<file path="src/design/tbrcd_pkg.sv">
// Shared types and constants for the two-button release chord detector.
package tbrcd_pkg;

    localparam int unsigned CountW = 8;
    localparam int unsigned TallyW = 4;
    localparam int unsigned NumButtons = 2;

    localparam logic [CountW-1:0] CountMax = {CountW{1'b1}};
    localparam logic [TallyW-1:0] TallyMax = {TallyW{1'b1}};

    localparam logic [CountW-1:0] BounceReset = 8'd8;
    localparam logic [CountW-1:0] ChordReset = 8'd11;

    // Configuration register indexes
    localparam logic CFG_BOUNCE = 1'b0;
    localparam logic CFG_CHORD = 1'b1;

    typedef enum logic [1:0] {
        MODE_IDLE = 2'd0,
        MODE_PRESSED = 2'd1,
        MODE_RELEASED = 2'd2,
        MODE_FIRE = 2'd3
    } mode_t;

    typedef enum logic [1:0] {
        EV_NONE = 2'd0,
        EV_CHORD = 2'd1,
        EV_FIRST = 2'd2,
        EV_SECOND = 2'd3
    } event_t;

    // Per-button machine state
    typedef struct packed {
        mode_t mode;
        logic [CountW-1:0] count;
    } lane_t;

    typedef struct packed {
        logic level_first;
        logic level_second;
    } in_req_t;

    typedef struct packed {
        logic [1:0] event_res;
        logic [TallyW-1:0] secondary_count;
    } out_req_t;

endpackage

</file>
<file path="src/design/tbrcd_lane.sv">
// One button's debounce machine: next mode and tick counter for one sample.
module tbrcd_lane (
    input  tbrcd_pkg::lane_t cur,
    input  logic level,
    input  logic [tbrcd_pkg::CountW-1:0] bounce_ticks,
    input  logic [tbrcd_pkg::CountW-1:0] chord_ticks,
    output tbrcd_pkg::lane_t nxt
);

    logic [tbrcd_pkg::CountW-1:0] cnt_inc;
    logic bounce_ok;
    logic chord_ok;

    // Saturating tick increment and threshold compares
    assign cnt_inc = (cur.count == tbrcd_pkg::CountMax) ? cur.count
                                                        : cur.count + 1'b1;
    assign bounce_ok = cnt_inc > bounce_ticks;
    assign chord_ok = cnt_inc > chord_ticks;

    // Mode transitions; every move clears the counter
    always_comb
    begin
        nxt.mode = cur.mode;
        nxt.count = cnt_inc;
        unique case (cur.mode)
            tbrcd_pkg::MODE_IDLE:
            begin
                if (bounce_ok && level)
                begin
                    nxt.mode = tbrcd_pkg::MODE_PRESSED;
                    nxt.count = '0;
                end
            end
            tbrcd_pkg::MODE_PRESSED:
            begin
                if (bounce_ok && !level)
                begin
                    nxt.mode = tbrcd_pkg::MODE_RELEASED;
                    nxt.count = '0;
                end
            end
            tbrcd_pkg::MODE_RELEASED:
            begin
                if (chord_ok)
                begin
                    nxt.mode = tbrcd_pkg::MODE_FIRE;
                    nxt.count = '0;
                end
            end
            tbrcd_pkg::MODE_FIRE:
            begin
                nxt.mode = tbrcd_pkg::MODE_IDLE;
                nxt.count = '0;
            end
            default:
            begin
                nxt.mode = tbrcd_pkg::MODE_IDLE;
                nxt.count = '0;
            end
        endcase
    end

endmodule

</file>
<file path="src/design/tbrcd_merge.sv">
// Combines both button lanes into one event and updates the action tally.
module tbrcd_merge (
    input  tbrcd_pkg::lane_t lane0,
    input  tbrcd_pkg::lane_t lane1,
    input  logic [tbrcd_pkg::TallyW-1:0] tally,
    output tbrcd_pkg::lane_t lane0_out,
    output tbrcd_pkg::lane_t lane1_out,
    output logic [tbrcd_pkg::TallyW-1:0] tally_out,
    output tbrcd_pkg::event_t ev
);

    logic a_fire, b_fire, a_rel, b_rel;

    assign a_fire = lane0.mode == tbrcd_pkg::MODE_FIRE;
    assign b_fire = lane1.mode == tbrcd_pkg::MODE_FIRE;
    assign a_rel = lane0.mode == tbrcd_pkg::MODE_RELEASED;
    assign b_rel = lane1.mode == tbrcd_pkg::MODE_RELEASED;

    // Chord wins over single-button actions; counters are always kept
    always_comb
    begin
        lane0_out = lane0;
        lane1_out = lane1;
        tally_out = tally;
        ev = tbrcd_pkg::EV_NONE;
        priority if ((a_fire && (b_rel || b_fire)) || (b_fire && a_rel))
        begin
            ev = tbrcd_pkg::EV_CHORD;
            lane0_out.mode = tbrcd_pkg::MODE_IDLE;
            lane1_out.mode = tbrcd_pkg::MODE_IDLE;
        end
        else if (a_fire)
        begin
            ev = tbrcd_pkg::EV_FIRST;
            tally_out = '0;
            lane1_out.mode = tbrcd_pkg::MODE_IDLE;
        end
        else if (b_fire)
        begin
            ev = tbrcd_pkg::EV_SECOND;
            if (tally != tbrcd_pkg::TallyMax)
                tally_out = tally + 1'b1;
            lane0_out.mode = tbrcd_pkg::MODE_IDLE;
        end
        else
        begin
            ev = tbrcd_pkg::EV_NONE;
        end
    end

endmodule

</file>
<file path="src/design/two_button_release_chord_detector.sv">
// Top level: button lanes, merge stage, state registers and output buffer.
//
// Usage: each input request is one sample tick carrying the raw levels of
// two buttons (level_first, level_second). Every accepted request gives
// exactly one output request with event_res (none, chord, button 0 action,
// button 1 action) and secondary_count (button 1 actions since the last
// button 0 action, saturating at 15).
// Channels use valid/stall; a request moves when valid is high and stall
// is low. The configuration port writes bounce_ticks (index 0) and
// chord_ticks (index 1) whenever cfg_we is high.
// Timing: a result is registered in the output register when that is free,
// else in the skid register. Throughput: one sample per cycle while in_stall
// is low; the lanes and merge are combinational from the state registers.
// When the receiver stalls, a second result is held in a skid register and
// in_stall rises only once that register is full; in_stall is a register
// output and does not depend on out_stall.
// Reset: both buttons idle, tick counters and tally zero, thresholds 8 and
// 11, output and skid registers empty.
module two_button_release_chord_detector (
    input  logic clk,
    input  logic rst_n,
    input  logic in_valid,
    output logic in_stall,
    input  tbrcd_pkg::in_req_t in_req,
    output logic out_valid,
    input  logic out_stall,
    output tbrcd_pkg::out_req_t out_req,
    input  logic cfg_we,
    input  logic cfg_index,
    input  logic [tbrcd_pkg::CountW-1:0] cfg_data
);

    logic [tbrcd_pkg::CountW-1:0] bounce_reg;
    logic [tbrcd_pkg::CountW-1:0] chord_reg;
    tbrcd_pkg::lane_t lane_reg [tbrcd_pkg::NumButtons];
    tbrcd_pkg::lane_t lane_step [tbrcd_pkg::NumButtons];
    tbrcd_pkg::lane_t lane_next [tbrcd_pkg::NumButtons];
    logic [tbrcd_pkg::TallyW-1:0] tally_reg;
    logic [tbrcd_pkg::TallyW-1:0] tally_next;
    tbrcd_pkg::event_t ev;
    logic [tbrcd_pkg::NumButtons-1:0] levels;

    tbrcd_pkg::out_req_t out_reg;
    logic out_valid_reg;
    tbrcd_pkg::out_req_t skid_reg;
    logic skid_valid_reg;
    tbrcd_pkg::out_req_t res_next;

    logic accept;
    logic take;

    assign levels = {in_req.level_second, in_req.level_first};
    assign accept = in_valid && !skid_valid_reg;
    assign take = out_valid_reg && !out_stall;

    // One lane per button
    for (genvar k = 0; k < tbrcd_pkg::NumButtons; k++)
    begin : g_lane
        tbrcd_lane u_lane (
            .cur          (lane_reg[k]),
            .level        (levels[k]),
            .bounce_ticks (bounce_reg),
            .chord_ticks  (chord_reg),
            .nxt          (lane_step[k])
        );
    end

    // Event decision across the lanes
    tbrcd_merge u_merge (
        .lane0     (lane_step[0]),
        .lane1     (lane_step[1]),
        .tally     (tally_reg),
        .lane0_out (lane_next[0]),
        .lane1_out (lane_next[1]),
        .tally_out (tally_next),
        .ev        (ev)
    );

    assign res_next.event_res = ev;
    assign res_next.secondary_count = tally_next;

    // Configuration registers
    always_ff @(posedge clk or negedge rst_n)
    begin
        if (!rst_n)
        begin
            bounce_reg <= tbrcd_pkg::BounceReset;
            chord_reg <= tbrcd_pkg::ChordReset;
        end
        else if (cfg_we)
        begin
            unique case (cfg_index)
                tbrcd_pkg::CFG_BOUNCE: bounce_reg <= cfg_data;
                tbrcd_pkg::CFG_CHORD:  chord_reg <= cfg_data;
                default: ;
            endcase
        end
    end

    // Button and tally state, advanced once per accepted sample
    always_ff @(posedge clk or negedge rst_n)
    begin
        if (!rst_n)
        begin
            for (int k = 0; k < tbrcd_pkg::NumButtons; k++)
            begin
                lane_reg[k].mode <= tbrcd_pkg::MODE_IDLE;
                lane_reg[k].count <= '0;
            end
            tally_reg <= '0;
        end
        else if (accept)
        begin
            for (int k = 0; k < tbrcd_pkg::NumButtons; k++)
                lane_reg[k] <= lane_next[k];
            tally_reg <= tally_next;
        end
    end

    // Output register with skid stage
    always_ff @(posedge clk or negedge rst_n)
    begin
        if (!rst_n)
        begin
            out_valid_reg <= 1'b0;
            skid_valid_reg <= 1'b0;
        end
        else if (!out_valid_reg || take)
        begin
            if (skid_valid_reg)
            begin
                out_valid_reg <= 1'b1;
                skid_valid_reg <= 1'b0;
            end
            else
            begin
                out_valid_reg <= accept;
            end
        end
        else if (accept)
        begin
            skid_valid_reg <= 1'b1;
        end
    end

    // Payload registers, no reset
    always_ff @(posedge clk)
    begin
        if (!out_valid_reg || take)
        begin
            if (skid_valid_reg)
                out_reg <= skid_reg;
            else if (accept)
                out_reg <= res_next;
        end
        else if (accept)
        begin
            skid_reg <= res_next;
        end
    end

    assign in_stall = skid_valid_reg;
    assign out_valid = out_valid_reg;
    assign out_req = out_reg;

endmodule

</file>
<file path="config.mk">
export PLATFORM = sky130hd
export DESIGN_NAME = two_button_release_chord_detector
export DESIGN_NICKNAME = d
export VERILOG_FILES = /design/src/design/tbrcd_pkg.sv /design/src/design/tbrcd_lane.sv /design/src/design/tbrcd_merge.sv /design/src/design/two_button_release_chord_detector.sv
export SDC_FILE = /design/constraint.sdc
export NUM_CORES = 1
export LEC_CHECK = 0
export ABC_CLOCK_PERIOD_IN_PS = 11500
export CAP_MARGIN = 20
export CELL_PAD_IN_SITES_DETAIL_PLACEMENT = 2
export CELL_PAD_IN_SITES_GLOBAL_PLACEMENT = 2
export CORE_AREA = 2 2 98 90
export CTS_CLUSTER_SIZE = 20
export DETAILED_ROUTE_END_ITERATION = 7
export DIE_AREA = 0 0 100 92
export DONT_BUFFER_PORTS = 1
export HOLD_SLACK_MARGIN = 0.15
export PLACE_DENSITY_LB_ADDON = 0.08
export RECOVER_POWER = 25
export SLEW_MARGIN = 10
export SYNTH_ARGS = -nofsm -noshare
export SYNTH_HDL_FRONTEND = slang
export SYNTH_SLANG_ARGS = --single-unit
</file>
<file path="constraint.sdc">
create_clock -name clk -period 11.5 [get_ports clk]
set_input_delay 1.725 -clock clk [delete_from_list [all_inputs] [get_ports clk]]
set_output_delay 1.725 -clock clk [all_outputs]
set_load 0.02 [all_outputs]
</file>
======== After elaboration in Yosys (flattened, before gate mapping) ========
Cells that the tools add are included.
storage, ports and cells
  flip-flop bits (word level) ............. 54
  output and inout bits ................... 8
  word-level logic and storage cells ...... 86
operators by class
  add/subtract/negate cells ............... 3
  $lt $le $gt $ge ......................... 4
  equal/unequal tests ..................... 13
  multiplexer cells ....................... 27
  bitwise logic cells ..................... 2
  reduce and logical (&&, ||, !) cells .... 24
operator list
  kind                 count
  $pmux 10 s4          2
  $mux 10              6
  $gt 8x8->1           4
  $add 8x1->8 const B  2
  $eq 2x2->1 const B   8
  $eq 8x8->1 const B   2
  $mux 2               8
  $mux 4               4
  $mux 8               2
  $mux 6               2
  $logic_and 1x1->1    8
  $reduce_and 2->1     4
  $logic_not 1->1      5
  $add 4x1->4 const B  1
  $eq 2x1->1 const B   2
  $logic_not 2->1      2
  $ne 4x4->1 const B   1
  $reduce_bool 2->1    2
  $logic_or 1x1->1     3
  $mux 1               3
  $not 1->1            2

======== Logic depth before layout (Yosys ltp) ========
  depth after elaboration ................. 13
  gate-level depth with buffers ........... 17
  mapped depth without buffers ............ 16

======== Hierarchy ========
Synthesis repeated with hierarchy kept, for this count alone.
second synthesis, totals
  cell total of the unflattened synthesis .. 365
  area, all modules ....................... 3,981.3 um^2
by module, submodules not included
  module                             times used  cells an instance  area an instance (um^2)  seq. area each (um^2)
  two_button_release_chord_detector  1           114                2,123.3                  1,416.4
  tbrcd_lane                         2           102                752.0                    0.0
  tbrcd_merge                        1           47                 354.1                    0.0

======== Least setup slack after synthesis ========
Ideal clock, no wire load.
  path kind ............................... register -> register
  from .................................... register lane_reg[10] (netlist name)
  to ...................................... register out_reg (netlist bit out_req[1]) (data pin)
  library setup time ...................... 270 ps
  arrival time ............................ 3,417 ps
  data required time ...................... 11,230 ps
  path slack .............................. 7,813 ps
  cell stages (with the launch flop) ...... 18
  buffers on the path ..................... 1
  cell sequence ........................... dfrtp_1 -> ha_1 -> nand3_1 -> or2_0 -> nand2b_1 -> inv_1 -> nand3_1 -> xnor2_1 -> ha_1 -> nand4_1 -> or2_1 -> o2111ai_1 -> nand3b_1 -> a2111oi_4 -> and2_1 -> buf_4 -> mux2i_1 -> o31ai_2
on the way
  longest elaborated chain between the ends .. 12
  elaborated cells on any way between the ends .. 20
RTL lines
  item                                              line                                      text
  start, declared                                   two_button_release_chord_detector.sv:35   tbrcd_pkg::lane_t lane_reg [tbrcd_pkg::NumButtons];
  start signal, assigned by index                   two_button_release_chord_detector.sv:115  lane_reg[k] <= lane_next[k];
  $add 8x1->8 / $eq 8x8->1 (equally long branches)  tbrcd_lane.sv:16, tbrcd_lane.sv:15
  $mux 8 *                                          tbrcd_lane.sv:15                          assign cnt_inc = (cur.count == tbrcd_pkg::CountMax) ? cur.count
  $gt 8x8->1                                        tbrcd_lane.sv:17                          assign bounce_ok = cnt_inc > bounce_ticks;
  $logic_and 1x1->1, on equally long branches       tbrcd_lane.sv:36, tbrcd_lane.sv:28
  $mux 10, on equally long branches                 tbrcd_lane.sv:36, tbrcd_lane.sv:28
  $pmux 10 s4 *                                     tbrcd_lane.sv:25                          unique case (cur.mode)
  $eq 2x2->1, on equally long branches              tbrcd_merge.sv:14, tbrcd_merge.sv:16
  $logic_and 1x1->1                                 tbrcd_merge.sv:26                         priority if ((a_fire && (b_rel || b_fire)) || (b_fire && a_rel))
  $logic_or 1x1->1                                  tbrcd_merge.sv:26
  $mux 4 *                                          tbrcd_merge.sv:26
  $mux 6 *                                          two_button_release_chord_detector.sv:153  else if (accept)
  $mux 6 *                                          two_button_release_chord_detector.sv:151  if (skid_valid_reg)
  end signal, assigned                              two_button_release_chord_detector.sv:152  out_reg <= skid_reg;
  end signal, assigned                              two_button_release_chord_detector.sv:154  out_reg <= res_next;
  end, declared                                     two_button_release_chord_detector.sv:43   tbrcd_pkg::out_req_t out_reg;
Mark *: on every way between the ends. The rest lies on a longest branch, timed or not. The select of a mux whose other input is x is not followed.
A chain may end at the register's enable or synchronous reset.

======== Final worst setup path ========
  from .................................... register lane_reg[10] (netlist name)
  to ...................................... register skid_reg[1] (netlist name) (data pin)
on the way
  longest elaborated chain between the ends .. 10
  elaborated cells on any way between the ends .. 18
RTL lines
  item                                              line                                      text
  $add 8x1->8 / $eq 8x8->1 (equally long branches)  tbrcd_lane.sv:16, tbrcd_lane.sv:15
  $mux 8 *                                          tbrcd_lane.sv:15
  $gt 8x8->1                                        tbrcd_lane.sv:17
  $logic_and 1x1->1, on equally long branches       tbrcd_lane.sv:36, tbrcd_lane.sv:28
  $mux 10, on equally long branches                 tbrcd_lane.sv:36, tbrcd_lane.sv:28
  $pmux 10 s4 *                                     tbrcd_lane.sv:25
  $eq 2x2->1, on equally long branches              tbrcd_merge.sv:14, tbrcd_merge.sv:16
  $logic_and 1x1->1                                 tbrcd_merge.sv:26
  $logic_or 1x1->1                                  tbrcd_merge.sv:26
  $mux 4 *                                          tbrcd_merge.sv:26
  named net tally_next (one bit)                    two_button_release_chord_detector.sv:39   logic [tbrcd_pkg::TallyW-1:0] tally_next;
  end signal, assigned                              two_button_release_chord_detector.sv:158  skid_reg <= res_next;
  end, declared                                     two_button_release_chord_detector.sv:45   tbrcd_pkg::out_req_t skid_reg;
Mark *: on every way through the listed nets, which the timed path passes. The rest lies on a longest branch.

==> results.py <==
metrics = {
    "finish": {
        "drive_gt1_share_pct": 9.33,
        "post_layout_nonfiller_instances": 477,
        "diodes": 0,
        "nNetsFinal": 423,
        "largest_reg_flops": 20,
        "areaGrowthSynthToFinish_pct": 5.68,
        "num-fill-cells": 916,
    },
    "synthesis": {
        "syn-cell-area_mm2": 0.00350,
        "synth_edf_count": 12,
        "synthesis.yosys.warnings": 0,
        "synth.largest_area_cell": "sky130_fd_sc_hd__dfrtp_1",
        "yosys-top-cells-area": "sky130_fd_sc_hd__dfrtp_1 27%, sky130_fd_sc_hd__ha_1 12%, sky130_fd_sc_hd__edfxtp_1 10%, sky130_fd_sc_hd__nand2_1 5.8%, sky130_fd_sc_hd__mux2_2 4.2%",
        "synthCells": 376,
        "postSynthRegisterBits": 54,
        "syn_nets": 425,
        "part_of_the_yosys_area_used_for_sequential_elements_pct": 40.4,
        "synth_cell_type_count": 60,
        "syn_avg_cell_area_um2": 9.31,
        "synthFlopType": "sky130_fd_sc_hd__dfrtp_1",
        "asyncSetResetFlopFracSynth_pct": 77.8,
        "yosysTopAreaCellShare_pct": 27.2,
    },
    "grt": {
        "first_global_vias": 3114,
        "grt_use_total_pct": 22.9,
        "initial_antenna_violation_count": 0,
        "remaining_overflow_grt": 0,
        "grt_first_pass_wirelength_um": 16400,
        "largest_net_degree_at_the_start_of_global_routing": 43,
    },
    "cts": {
        "cts_buffers": 5,
        "clkLatencyLatePin_ns": 0.32,
        "clkTransAtPathRegs_ns": 0.11,
        "cts.repair.resized": 0,
        "clock_tree_sinks": 54,
        "cts_setup_buffers": 0,
        "clk_root_buffer_cell": "sky130_fd_sc_hd__clkbuf_8",
        "cts_hold_repair.buffers": 0,
        "tritoncts": "done",
        "clk_path_buf_depth": 2,
        "h-tree-depth": 2,
    },
    "place": {
        "placed_cells_incl_taps": 469,
        "finalWeightedCongestion": 0.809,
        "placement.io_buffers": 0,
        "place_hpwl_um": 7370,
    },
    "timing": {
        "final_max_slew_viol_count": 0,
        "tightest_slew_ns": 1.04,
        "achievable-frequency_mhz": 229,
        "hold_viol": 0,
        "final.setup_skew_ns": 0.00642,
        "setup_viol": 0,
        "post-route-min-period_ns": 4.37,
        "totalNegativeSetupSlack_ns": 0,
        "rsz0062_at_grt": "false",
        "finalCritPeriodShare_pct": 38.0,
        "slew-limit-headroom_pct": 30.1,
    },
    "setup_path": {
        "cpMaxStageDelayCell": "sky130_fd_sc_hd__a2111oi_4",
        "r2r_cells": 16,
        "critPathBufInv": 1,
        "start_kind": "flip-flop",
        "critical_path_arrival_ns": 4.42,
        "path_delay_family": "simple AND/OR/NAND/NOR gates",
        "end_kind": "flip-flop",
        "r2r_end": "skid_reg[1]",
        "crit_path_launch": "lane_reg[10]",
        "cp_num_cells": 16,
        "critical_path_peak_fanout": 7,
        "crit_path_end": "skid_reg[1]",
        "crit_type": "reg2reg",
        "reg2reg_slack_ns": 7.13,
        "critical_path.cell_chain": "ha_1 -> nand3_1 -> or2_0 -> nand2b_1 -> inv_1 -> nand3_1 -> xnor2_1 -> ha_1 -> nand4_1 -> or2_1 -> o2111ai_1 -> nand3b_1 -> a2111oi_4 -> and2_1 -> mux2i_1 -> nor2_1",
        "timing.rr.start": "lane_reg[10]",
        "worst-endpoint-required_ns": 11.55,
        "cpPeakStageDelay_ns": 0.56,
    },
    "status": {
        "status": "complete, no violations",
    },
    "route": {
        "drcViolationCount": 0,
        "avgViaCountPerCell": 5.83,
        "post_drt_wl_per_cell_um": 20.6,
        "drt_iter0_markers": 100,
        "detail_route.wirelength_um": 9820,
        "antenna_left": 0,
        "via_count": 2782,
        "drt_first_pass_iters": 6,
    },
    "floorplan": {
        "std_cell_rows": 32,
        "die_height_um": 92,
        "overall_die_area_mm2": 0.00920,
        "die_w_um": 100,
        "ioPinCount": 24,
        "initial_core_utilization_pct": 42.1,
        "core_region_area_mm2": 0.00833,
    },
    "pwr": {
        "vdd_ir_drop_max_mv": 0.0640,
        "p_per_area_mw_per_mm2": 220,
        "fin_total_pwr_mw": 0.815,
        "cellLeakagePower_nw": 1.61,
    },
    "run": {
        "max_capacitance_violation_total": 0,
    },
    "hold_path": {
        "timing.hold.worst.class": "reg2reg",
    },
}
[layout by cell type, fill, tap and decap left out, types with 3 or more instances in the layout]
cell                       instances
sky130_fd_sc_hd__or2_1             3
sky130_fd_sc_hd__o21ai_0          23
sky130_fd_sc_hd__nand2_1          54
sky130_fd_sc_hd__nor2b_1           7
sky130_fd_sc_hd__nand2b_1          5
sky130_fd_sc_hd__o31ai_1           3
sky130_fd_sc_hd__mux2_2           13
sky130_fd_sc_hd__mux2i_1           4
sky130_fd_sc_hd__dfrtp_1          38
sky130_fd_sc_hd__a21o_1            4
sky130_fd_sc_hd__clkbuf_8          5
sky130_fd_sc_hd__and2_1            4
sky130_fd_sc_hd__xnor2_1           6
sky130_fd_sc_hd__a21oi_1          23
sky130_fd_sc_hd__o211ai_1          3
sky130_fd_sc_hd__nor2_1           34
sky130_fd_sc_hd__o21ai_1           4
sky130_fd_sc_hd__ha_1             33
sky130_fd_sc_hd__edfxtp_1         12
sky130_fd_sc_hd__nor3_1            7
sky130_fd_sc_hd__nand3_1          14
sky130_fd_sc_hd__xor2_1            3
sky130_fd_sc_hd__dfstp_2           4
sky130_fd_sc_hd__inv_1            19
sky130_fd_sc_hd__nand4_1           7
[layer usage]
metal | part of all wire, % | up-vias | global-route usage, %
met5 | 0 | - | 0
met4 | 0.87 | 0 | 4.91
met3 | 2.4 | 7 | 3.05
met2 | 49 | 35 | 39.8
met1 | 47 | 1401 | 30.5
li1 | - | 1339 | -
[cells by family (layout without fill, tap and decap cells)]
| family | after synthesis | after routing | synth area share, % |
|---|---|---|---|
| xor+xnor | 9 | 9 | 2.25 |
| simple gates | 147 | 147 | 19.8 |
| flops | 54 | 54 | 40.4 |
| buf+inv | 30 | 29 | 3.57 |
| mux | 17 | 17 | 5.32 |
| compound gates | 86 | 86 | 16.8 |
| fa+ha+maj | 33 | 33 | 11.8 |
[worst min-delay path by stage]
stage	cells past startpoint	to	startpoint
floorplan	1	chord_reg[2]	chord_reg[2]
global placement	1	chord_reg[4]	chord_reg[4]
detailed placement	1	chord_reg[7]	chord_reg[7]
CTS	1	chord_reg[7]	chord_reg[7]
global route	1	chord_reg[7]	chord_reg[7]
finish	1	chord_reg[5]	chord_reg[5]
[cells in the mapped netlist (all sizes together), types with 2 or more instances]
cell and number:
xor2 3, nor4 2, o211ai 4, inv 19
xnor2 6, and2 4, ha 33, or2 4
or3 3, clkbuf 7, a41o 2, buf 4
nand2 54, nand2b 5, o31ai 5, dfrtp 38
nor2b 7, dfstp 4, edfxtp 12, nor3 7
a21oi 23, nand3 14, a31oi 3, o22ai 2
mux2i 4, o21ai 27, nand3b 2, mux2 13
nor2 34, a21o 4, a22o 2, nand4 8
[metrics by stage]
stage / cell area [µm²] / hold WS (ns) / utilization [%] / worst slack, ns
final: 3700 / 0.514 / 44.4 / 7.13
after global routing: 3700 / 0.524 / 44.4 / 6.81
after CTS: 3700 / 0.519 / 44.4 / 7.13
after detailed placement: 3590 / 0.494 / 43.1 / 7.23
after global placement: 3590 / 0.490 / 43.1 / 7.42
after floorplan: 3500 / 0.479 / - / 7.81
[report_power, final]
group,internal (mW),switching [mW]
sequential,0.246,0.0608
combinational,0.154,0.219
clock,0.0652,0.0703
[cell type report]
cell class / instances / area [µm²] / area share, %
Sequential cell: 54 / 1420 / 38.3
Clock buffer: 6 / 72.6 / 1.96
Inverter: 19 / 71.3 / 1.93
Clock inverter: 2 / 37.5 / 1.01
Multi-Input combinational cell: 292 / 1960 / 53.0
Tap cell: 102 / 128 / 3.45
Timing Repair Buffer: 2 / 15.0 / 0.406
Note: power is estimated with default switching activity, not from simulation.
